$ cat config.mk
export PLATFORM = sky130hd
export DESIGN_NAME = video_ula_pixel_renderer
export DESIGN_NICKNAME = d
export VERILOG_FILES = /design/src/hdl/vula_pkg.sv /design/src/hdl/vula_front.sv /design/src/hdl/vula_fifo.sv /design/src/hdl/vula_back.sv /design/src/hdl/video_ula_pixel_renderer.sv
export SDC_FILE = /design/constraint.sdc
export NUM_CORES = 1
export LEC_CHECK = 0
export BUFFER_PORTS_ARGS = -buffer_cell sky130_fd_sc_hd__buf_2
export CAP_MARGIN = 20
export CORE_MARGIN = 8
export CORE_UTILIZATION = 55
export DETAILED_ROUTE_END_ITERATION = 12
export PLACE_DENSITY = 0.83
export SYNTH_ARGS = -nofsm -noshare
export SYNTH_HDL_FRONTEND = slang
export SYNTH_SLANG_ARGS = --single-unit
$ cat constraint.sdc
create_clock -name clk_i -period 12.4 [get_ports clk_i]
set_clock_uncertainty 0.1 [all_clocks]
set_input_delay 0.62 -clock clk_i [delete_from_list [all_inputs] [get_ports clk_i]]
set_output_delay 0.62 -clock clk_i [all_outputs]
set_load 0.01 [all_outputs]
$ cat src/hdl/vula_pkg.sv
// ----------------------------------------------------------------------------
// vula_pkg
// Shared types, constants and decode helpers for the video ULA pixel renderer.
// ----------------------------------------------------------------------------
package vula_pkg;

  localparam int unsigned ScanLimit   = 360;
  localparam int unsigned ColumnLimit = 1023;

  typedef enum logic [2:0] {
    REQ_BYTE   = 3'd0,
    REQ_ENABLE = 3'd1,
    REQ_HSYNC  = 3'd2,
    REQ_VSYNC  = 3'd3,
    REQ_CURSOR = 3'd4
  } vula_req_e;

  typedef enum logic [1:0] {
    CFG_PALETTE = 2'd0,
    CFG_FAST    = 2'd1,
    CFG_MODE    = 2'd2
  } vula_cfg_e;

  // pixel decoding chosen by clock rate and mode code
  typedef enum logic [1:0] {
    KIND_MONO4 = 2'd0,  // 2 colours, 4 px
    KIND_MONO8 = 2'd1,  // 2 colours, 8 px
    KIND_QUAD  = 2'd2,  // 4 colours, 8 px
    KIND_HEX   = 2'd3   // 16 colours, 4 px
  } vula_kind_e;

  // one cell handed from the front to the back
  typedef struct packed {
    logic [7:0] row;
    logic [8:0] column;
    vula_kind_e kind;
    logic [7:0] data;
    logic       cursor;
  } vula_job_t;

  function automatic vula_kind_e vula_kind(input logic fast, input logic [1:0] mode);
    vula_kind_e k;
    k = KIND_MONO4;
    if (fast) begin
      case (mode)
        2'd2:    k = KIND_QUAD;
        2'd1:    k = KIND_HEX;
        default: k = KIND_MONO4;
      endcase
    end else begin
      case (mode)
        2'd1:    k = KIND_QUAD;
        2'd0:    k = KIND_HEX;
        default: k = KIND_MONO8;
      endcase
    end
    return k;
  endfunction

  function automatic logic [3:0] vula_count(input vula_kind_e k);
    logic [3:0] n;
    case (k)
      KIND_MONO8, KIND_QUAD: n = 4'd8;
      default:               n = 4'd4;
    endcase
    return n;
  endfunction

endpackage

$ cat src/hdl/vula_front.sv
// ----------------------------------------------------------------------------
// vula_front
// Beam tracking: column, scanline, top line and cursor flag. Classifies each
// event and pushes a cell job for every screen byte that lands on screen.
// ----------------------------------------------------------------------------
module vula_front #(
  parameter int unsigned SCREEN_WIDTH  = 320,
  parameter int unsigned SCREEN_HEIGHT = 256
) (
  input  logic               clk_i,
  input  logic               rst_ni,
  input  logic               accept_i,
  input  logic [2:0]         req_type_i,
  input  logic [7:0]         data_byte_i,
  input  logic               display_enable_i,
  input  logic               fast_clock_i,
  input  logic [1:0]         mode_code_i,
  output logic               push_o,
  output vula_pkg::vula_job_t job_o
);
  import vula_pkg::*;

  logic [9:0] col_q, col_d;
  logic [8:0] scan_q, scan_d;
  logic [8:0] top_q, top_d;
  logic       seen_q, seen_d;
  logic       en_q, en_d;
  logic       cur_q, cur_d;

  vula_kind_e kind;
  logic [3:0]  count;
  logic [10:0] col_sum;
  logic [8:0]  row_diff;
  logic        on_screen;
  logic        fits;

  assign kind      = vula_kind(fast_clock_i, mode_code_i);
  assign count     = vula_count(kind);
  assign col_sum   = {1'b0, col_q} + {7'b0, count};
  assign row_diff  = scan_q - top_q;
  assign on_screen = (scan_q >= top_q) && ({1'b0, row_diff} < 10'(SCREEN_HEIGHT));
  assign fits      = col_sum <= 11'(SCREEN_WIDTH);

  always_comb begin
    col_d  = col_q;
    scan_d = scan_q;
    top_d  = top_q;
    seen_d = seen_q;
    en_d   = en_q;
    cur_d  = cur_q;
    push_o = 1'b0;
    if (accept_i) begin
      case (req_type_i)
        REQ_BYTE: begin
          if (en_q && on_screen) begin
            col_d  = (col_sum > 11'(ColumnLimit)) ? 10'(ColumnLimit) : col_sum[9:0];
            cur_d  = 1'b0;
            push_o = fits;
          end
        end
        REQ_ENABLE: begin
          if (display_enable_i && !en_q) begin
            col_d = '0;
            if (!seen_q) begin
              top_d  = scan_q;
              seen_d = 1'b1;
            end
          end
          en_d = display_enable_i;
        end
        REQ_HSYNC: begin
          col_d  = '0;
          scan_d = (scan_q >= 9'(ScanLimit)) ? 9'(ScanLimit) : scan_q + 9'd1;
        end
        REQ_VSYNC: begin
          col_d  = '0;
          scan_d = '0;
          top_d  = '0;
          seen_d = 1'b0;
        end
        REQ_CURSOR: cur_d = 1'b1;
        default: ;
      endcase
    end
  end

  assign job_o.row    = row_diff[7:0];
  assign job_o.column = col_q[8:0];
  assign job_o.kind   = kind;
  assign job_o.data   = data_byte_i;
  assign job_o.cursor = cur_q;

  always_ff @(posedge clk_i or negedge rst_ni) begin
    if (!rst_ni) begin
      col_q  <= '0;
      scan_q <= '0;
      top_q  <= '0;
      seen_q <= 1'b0;
      en_q   <= 1'b0;
      cur_q  <= 1'b0;
    end else begin
      col_q  <= col_d;
      scan_q <= scan_d;
      top_q  <= top_d;
      seen_q <= seen_d;
      en_q   <= en_d;
      cur_q  <= cur_d;
    end
  end

endmodule

$ cat src/hdl/vula_fifo.sv
// ----------------------------------------------------------------------------
// vula_fifo
// Two-entry job queue between the front and the back.
// ----------------------------------------------------------------------------
module vula_fifo (
  input  logic                clk_i,
  input  logic                rst_ni,
  input  logic                push_i,
  input  vula_pkg::vula_job_t job_i,
  input  logic                pop_i,
  output logic                valid_o,
  output logic                full_o,
  output vula_pkg::vula_job_t job_o
);
  import vula_pkg::*;

  vula_job_t  mem_q [2];
  logic       wr_q, wr_d;
  logic       rd_q, rd_d;
  logic [1:0] cnt_q, cnt_d;
  logic       do_push, do_pop;

  assign valid_o = cnt_q != 2'd0;
  assign full_o  = cnt_q == 2'd2;
  assign job_o   = mem_q[rd_q];
  assign do_push = push_i && !full_o;
  assign do_pop  = pop_i && valid_o;

  always_comb begin
    wr_d  = do_push ? ~wr_q : wr_q;
    rd_d  = do_pop ? ~rd_q : rd_q;
    cnt_d = cnt_q + {1'b0, do_push} - {1'b0, do_pop};
  end

  always_ff @(posedge clk_i) begin
    if (do_push) begin
      mem_q[wr_q] <= job_i;
    end
  end

  always_ff @(posedge clk_i or negedge rst_ni) begin
    if (!rst_ni) begin
      wr_q  <= 1'b0;
      rd_q  <= 1'b0;
      cnt_q <= '0;
    end else begin
      wr_q  <= wr_d;
      rd_q  <= rd_d;
      cnt_q <= cnt_d;
    end
  end

endmodule

$ cat src/hdl/vula_back.sv
// ----------------------------------------------------------------------------
// vula_back
// Decodes a queued cell through the palette into packed 3-bit pixels,
// applies the cursor inversion and holds the result in the output register.
// ----------------------------------------------------------------------------
module vula_back (
  input  logic                clk_i,
  input  logic                rst_ni,
  input  logic                in_valid_i,
  input  vula_pkg::vula_job_t job_i,
  output logic                pop_o,
  input  logic [63:0]         palette_i,
  output logic                out_valid_o,
  input  logic                out_ready_i,
  output logic [7:0]          row_o,
  output logic [8:0]          column_o,
  output logic [3:0]          pixel_count_o,
  output logic [23:0]         pixels_o,
  output logic                cursor_o
);
  import vula_pkg::*;

  function automatic logic [2:0] phys(input logic [63:0] pal, input logic [3:0] lc);
    return ~pal[{lc, 2'b00} +: 3];
  endfunction

  logic        valid_q;
  logic [7:0]  row_q;
  logic [8:0]  col_q;
  logic [3:0]  cnt_q;
  logic [23:0] pix_q;
  logic        cur_q;

  logic [23:0] pix;
  logic [23:0] pix_fin;
  logic [3:0]  count;
  logic [7:0]  b;
  logic [2:0]  c0, c1;

  assign b     = job_i.data;
  assign count = vula_count(job_i.kind);
  assign c0    = phys(palette_i, {b[7], b[5], b[3], b[1]});
  assign c1    = phys(palette_i, {b[6], b[4], b[2], b[0]});

  always_comb begin
    pix = '0;
    case (job_i.kind)
      KIND_MONO4: begin
        for (int k = 0; k < 4; k++) begin
          pix[3*k +: 3] = phys(palette_i, {3'b000, b[7-2*k]});
        end
      end
      KIND_MONO8: begin
        for (int k = 0; k < 8; k++) begin
          pix[3*k +: 3] = phys(palette_i, {3'b000, b[7-k]});
        end
      end
      KIND_QUAD: begin
        for (int k = 0; k < 4; k++) begin
          pix[6*k +: 3]     = phys(palette_i, {2'b00, b[7-k], b[3-k]});
          pix[6*k + 3 +: 3] = phys(palette_i, {2'b00, b[7-k], b[3-k]});
        end
      end
      default: pix = {12'b0, c1, c1, c0, c0};
    endcase
    pix_fin = pix;
    if (job_i.cursor) begin
      pix_fin = pix ^ ((count == 4'd8) ? 24'hFFFFFF : 24'h000FFF);
    end
  end

  assign pop_o = in_valid_i && (!valid_q || out_ready_i);

  always_ff @(posedge clk_i) begin
    if (pop_o) begin
      row_q <= job_i.row;
      col_q <= job_i.column;
      cnt_q <= count;
      pix_q <= pix_fin;
      cur_q <= job_i.cursor;
    end
  end

  always_ff @(posedge clk_i or negedge rst_ni) begin
    if (!rst_ni) begin
      valid_q <= 1'b0;
    end else if (!valid_q || out_ready_i) begin
      valid_q <= in_valid_i;
    end
  end

  assign out_valid_o   = valid_q;
  assign row_o         = row_q;
  assign column_o      = col_q;
  assign pixel_count_o = cnt_q;
  assign pixels_o      = pix_q;
  assign cursor_o      = cur_q;

endmodule

$ cat src/hdl/video_ula_pixel_renderer.sv
// ----------------------------------------------------------------------------
// video_ula_pixel_renderer
// Video ULA pixel serializer: video events in, framebuffer row writes out.
// ----------------------------------------------------------------------------
// Takes one event word per clock (screen byte, display enable level, hsync,
// vsync, cursor mark). A screen byte that lands on screen comes out as one
// row write: the beam-tracking front classifies it and writes the job into
// the queue at the accepting edge, and the back decodes the queue head
// through the palette into the output register once that register is free
// or being read. A two-entry queue sits between the two, so the input keeps
// flowing while a result waits on the output; input ready drops only when
// that queue is full. Events that give no result are absorbed by the front.
// The user must write palette, clock rate and mode through the cfg port
// only while the stream is idle; the block itself does not enforce this.
module video_ula_pixel_renderer #(
  parameter int unsigned SCREEN_WIDTH  = 320,
  parameter int unsigned SCREEN_HEIGHT = 256
) (
  input  logic        clk_i,
  input  logic        rst_ni,
  input  logic        s_axis_tvalid,
  output logic        s_axis_tready,
  input  logic [15:0] s_axis_tdata,   // data_byte[7:0], display_enable[8], zero
  input  logic [2:0]  s_axis_tuser,   // req_type[2:0]
  output logic        m_axis_tvalid,
  input  logic        m_axis_tready,
  output logic [47:0] m_axis_tdata,   // row[7:0], column[16:8], pixel_count[20:17],
                                      // pixels[44:21], zero
  output logic        m_axis_tuser,   // cursor_applied
  input  logic        cfg_we_i,
  input  logic [1:0]  cfg_index_i,
  input  logic [63:0] cfg_data_i
);
  import vula_pkg::*;

  logic [63:0] palette_q;
  logic        fast_q;
  logic [1:0]  mode_q;

  logic      accept;
  logic      push;
  vula_job_t job_in, job_head;
  logic      q_valid, q_full, pop;

  logic [7:0]  row;
  logic [8:0]  column;
  logic [3:0]  count;
  logic [23:0] pixels;

  always_ff @(posedge clk_i or negedge rst_ni) begin
    if (!rst_ni) begin
      palette_q <= '0;
      fast_q    <= 1'b0;
      mode_q    <= 2'd2;
    end else if (cfg_we_i) begin
      case (cfg_index_i)
        CFG_PALETTE: palette_q <= cfg_data_i;
        CFG_FAST:    fast_q    <= cfg_data_i[0];
        CFG_MODE:    mode_q    <= cfg_data_i[1:0];
        default: ;
      endcase
    end
  end

  assign s_axis_tready = !q_full;
  assign accept        = s_axis_tvalid && s_axis_tready;

  vula_front #(
    .SCREEN_WIDTH (SCREEN_WIDTH),
    .SCREEN_HEIGHT(SCREEN_HEIGHT)
  ) u_front (
    .clk_i           (clk_i),
    .rst_ni          (rst_ni),
    .accept_i        (accept),
    .req_type_i      (s_axis_tuser),
    .data_byte_i     (s_axis_tdata[7:0]),
    .display_enable_i(s_axis_tdata[8]),
    .fast_clock_i    (fast_q),
    .mode_code_i     (mode_q),
    .push_o          (push),
    .job_o           (job_in)
  );

  vula_fifo u_fifo (
    .clk_i  (clk_i),
    .rst_ni (rst_ni),
    .push_i (push),
    .job_i  (job_in),
    .pop_i  (pop),
    .valid_o(q_valid),
    .full_o (q_full),
    .job_o  (job_head)
  );

  vula_back u_back (
    .clk_i        (clk_i),
    .rst_ni       (rst_ni),
    .in_valid_i   (q_valid),
    .job_i        (job_head),
    .pop_o        (pop),
    .palette_i    (palette_q),
    .out_valid_o  (m_axis_tvalid),
    .out_ready_i  (m_axis_tready),
    .row_o        (row),
    .column_o     (column),
    .pixel_count_o(count),
    .pixels_o     (pixels),
    .cursor_o     (m_axis_tuser)
  );

  assign m_axis_tdata = {3'b000, pixels, count, column, row};

endmodule
==> impl_metrics.toml <==
[run_status]
status = "finished clean"

[cells_and_area]
seq_area_mm2 = 0.00507
fin_nets = 1169
final_util_pct = 62.7
drive_gt1_share_pct = 22.0
syn_to_final_growth_pct = 12.2
final.fill_count = 1452
design_area_mm2 = 0.0116
multi_input_area_mm2 = 0.00484

[synthesis]
ys.flop_type = "edfxtp_1"
synth_fa_ha_area_share_pct = 2.94
synth_seq_cells = 183
synth-simple-area-share_pct = 10.2
synth_area_leaders = "edfxtp_1 (28%), dfrtp_1 (21%), mux2_2 (6.7%), o21ai_0 (4.0%), a21oi_1 (3.2%)"
ys_async_sr_fraction_pct = 47.0
yosysMostFrequentCell = "edfxtp_1"
synth_area_mm2 = 0.0104
synth-xor-area-share_pct = 2.79
synth.largest_area_cell = "edfxtp_1"
synth_enable_flop_cells = 97
yosys-top-cells-count = "edfxtp_1 (97), dfrtp_1 (85), o21ai_0 (82)"
muxShareOfSynthArea_pct = 12.5
synth_cells = 979
ys_warn_count = 0
ys_seq_area_share_pct = 48.8
synth_area_per_cell_um2 = 10.6
synth.distinct_cells = 71
synth_top_area_share_pct = 28.1
synth_compound_area_share_pct = 17.8
synth_top_family_by_area = "compound AO/OA/AOI/OAI gates"

[worst_hold_path]
worstHoldStart = "s_axis_tdata[4]"
holdPathEnd = "u_fifo.mem_q[0][5]"
hold_depth = 1
hp-class = "primary input to flip-flop"

[clock_network]
clkSinkCount = 183
post_cts_resized = 0
worstSkewPairLatency_ns = 0.43
cts_tree = "built"
root_buffer = "clkbuf_16"
cts-htree-levels = 4
cts.clk_slew.worst_paths_ns = 0.07
cts_made_buffers = 17
max-clock-path-buffers = 2

[die]
coreArea_mm2 = 0.0186
dieHeight_um = 153
ios = 141
die_x_um = 153
fp.dieArea_mm2 = 0.0235
floorplan.rows = 50
start_util_pct = 55.8

[detailed_routing]
viasPerCell = 6.18
routedWlPerCell_um = 18.7
drc = 0
initialDrtViolationCount = 894
vias = 8058
ant_nets = 0
routed_wirelength_um = 24400
dr.pass1.iters = 4

[power_and_ir_drop]
p_leak_nw = 4.66
peakVddDrop_v = 0.000140
switching_share_pct = 36.7
power_switching_mw = 0.914
seqPwrFrac_pct = 38.7
power_density_mw_per_mm2 = 214
p_comb_share_pct = 38.8
p_int_mw = 1.57
clkPwrFrac_pct = 22.5

[sta]
maxSlewViolCount = 0
holdWs_ns = 0.280
period_minus_slack_ns = 3.77
setup_tns_ns = 0
rsz0062_at_grt = "no"
hold_violations = 0
slew_headroom_pct = 29.8
tightestPinTransition_ns = 1.03
finalCritPeriodShare_pct = 30.4
setup_viol = 0
max_freq_mhz = 265

[setup_path]
cp_max_fo = 25
worstSetupPathType = "flip-flop to flip-flop"
cp-end-kind = "flip-flop"
critPathRequiredTime_ns = 12.39
worst_setup_path_start_kind = "flip-flop"
r2r-start = "mode_q[1]"
r2r_end = "u_fifo.mem_q[0][24]"
reg2reg_depth = 12
reg2reg_slack_ns = 8.63
cp.arrival_ns = 3.76

[global_route]
antenna_found_initial = 1
gr-usage-all-layers_pct = 20.8
grt_overflow = 0
grt_pass1_vias = 7763
grt_pass1_wl_um = 39600
grt_max_degree = 73

[place]
post-dp-hpwl_um = 16700
place_area_mm2 = 0.0110
io_buffers = 112
routabilityCongestion = 0.919

[flow_run]
drv_cap = 0
-- registers in the layout, indices dropped and copies added (netlist names), 2 cells and up --
name / flops
mode_q: 2
palette_q: 48
u_back.column_o: 8
u_back.pixel_count_o: 2
u_back.pixels_o: 24
u_back.row_o: 8
u_fifo.cnt_q: 2
u_fifo.mem_q: 54
u_front.col_q: 9
u_front.scan_q: 9
u_front.top_q: 9
-- per-stage QoR --
step           setup slack, ns  cells  total power [mW]
6_report                  8.63   1304              2.49
5_1_grt                   8.42   1304              2.64
4_1_cts                   8.64   1301              2.49
3_5_place_dp              8.69   1268              1.92
3_3_place_gp              8.72   1268              1.89
2_1_floorplan             8.30    983              1.67
-- critical path, stage by stage (launching register included) --
cell      delay (ns)
dfstp_2         0.54
nor2b_1         0.29
nor2_1          0.11
ha_1            0.24
ha_1            0.30
or3_1           0.41
nor3b_1         0.16
mux2i_1         0.14
o211ai_1        0.11
a211oi_1        0.24
o211ai_1        0.19
nor2_2          0.23
buf_4           0.38
-- layer usage --
layer | track usage [%] | share of wire, % | wire length, um
met5 | 0 | 0 | 0
met4 | 10.3 | 3.7 | 906
met3 | 5.36 | 8.7 | 2110
met1 | 25.2 | 40 | 9670
met2 | 34.1 | 48 | 11700
-- cells in the final DEF, fill, tap and decap left out, types with 6 or more instances in the layout --
cell / n
nand2b_1: 13
a21o_1: 10
nand3_1: 21
o21ai_0: 82
clkbuf_16: 18
a221oi_1: 6
o211ai_1: 20
dfrtp_1: 84
mux2_2: 62
buf_2: 111
a31oi_1: 14
xnor2_1: 29
buf_4: 12
a22oi_1: 6
inv_1: 44
nor2b_1: 11
a211oi_1: 26
nand2_1: 76
edfxtp_1: 97
o31ai_1: 10
a21oi_1: 65
nor2_1: 59
o22ai_1: 7
mux2i_1: 27
o22a_1: 6
ha_1: 22
inv_6: 6
nor3_1: 18
mux4_2: 7
-- layout make-up --
cell class | count | share of cell area [%]
diodes | 1 | 0.0215
clock buffers | 20 | 3.93
clock inverters | 12 | 1.31
inverters | 45 | 1.45
multi-input cells | 685 | 41.6
flip-flops and latches | 183 | 43.5
well taps | 234 | 2.52
repair buffers | 124 | 5.63
-- logic make-up (layout without fill, tap and decap cells) --
kind of cell,count (synthesis),in the layout
buffers and inverters,115,201
other,1,6
and+or+nand+nor,229,229
DFF,183,183
muxes,104,104
AOI/OAI and AO/OA,290,290
adders and majority gates,24,24
xor gates and xnor gates,33,33
-- power groups by stage --
stage                     sequential (mW)  clock (mW)  combinational, mW
after floorplan                     0.954           0              0.714
after global placement              0.967           0              0.926
final                               0.962       0.559              0.965
after detailed placement            0.973           0              0.951
after CTS                           0.962       0.570              0.959
after global routing                0.981       0.595               1.06
-- worst max-delay path by stage --
stage	startpoint	depth (start not counted)	slack (ns)	endpoint
3_5_place_dp	mode_q[1]	12	8.69	u_fifo.mem_q[0][20]
3_3_place_gp	mode_q[1]	12	8.72	u_fifo.mem_q[0][20]
2_1_floorplan	mode_q[1]	11	8.30	u_fifo.mem_q[0][0]
4_1_cts	mode_q[1]	12	8.64	u_fifo.mem_q[0][24]
6_report	mode_q[1]	12	8.63	u_fifo.mem_q[0][24]
5_1_grt	mode_q[1]	12	8.42	u_fifo.mem_q[0][24]
-- repair_timing --
action / in CTS / in global routing
hold buffers: 1 / 0
buffers inserted: 0 / 0
endpoints found under the hold margin: 14 / 0
Note: power is estimated with default switching activity, not from simulation.
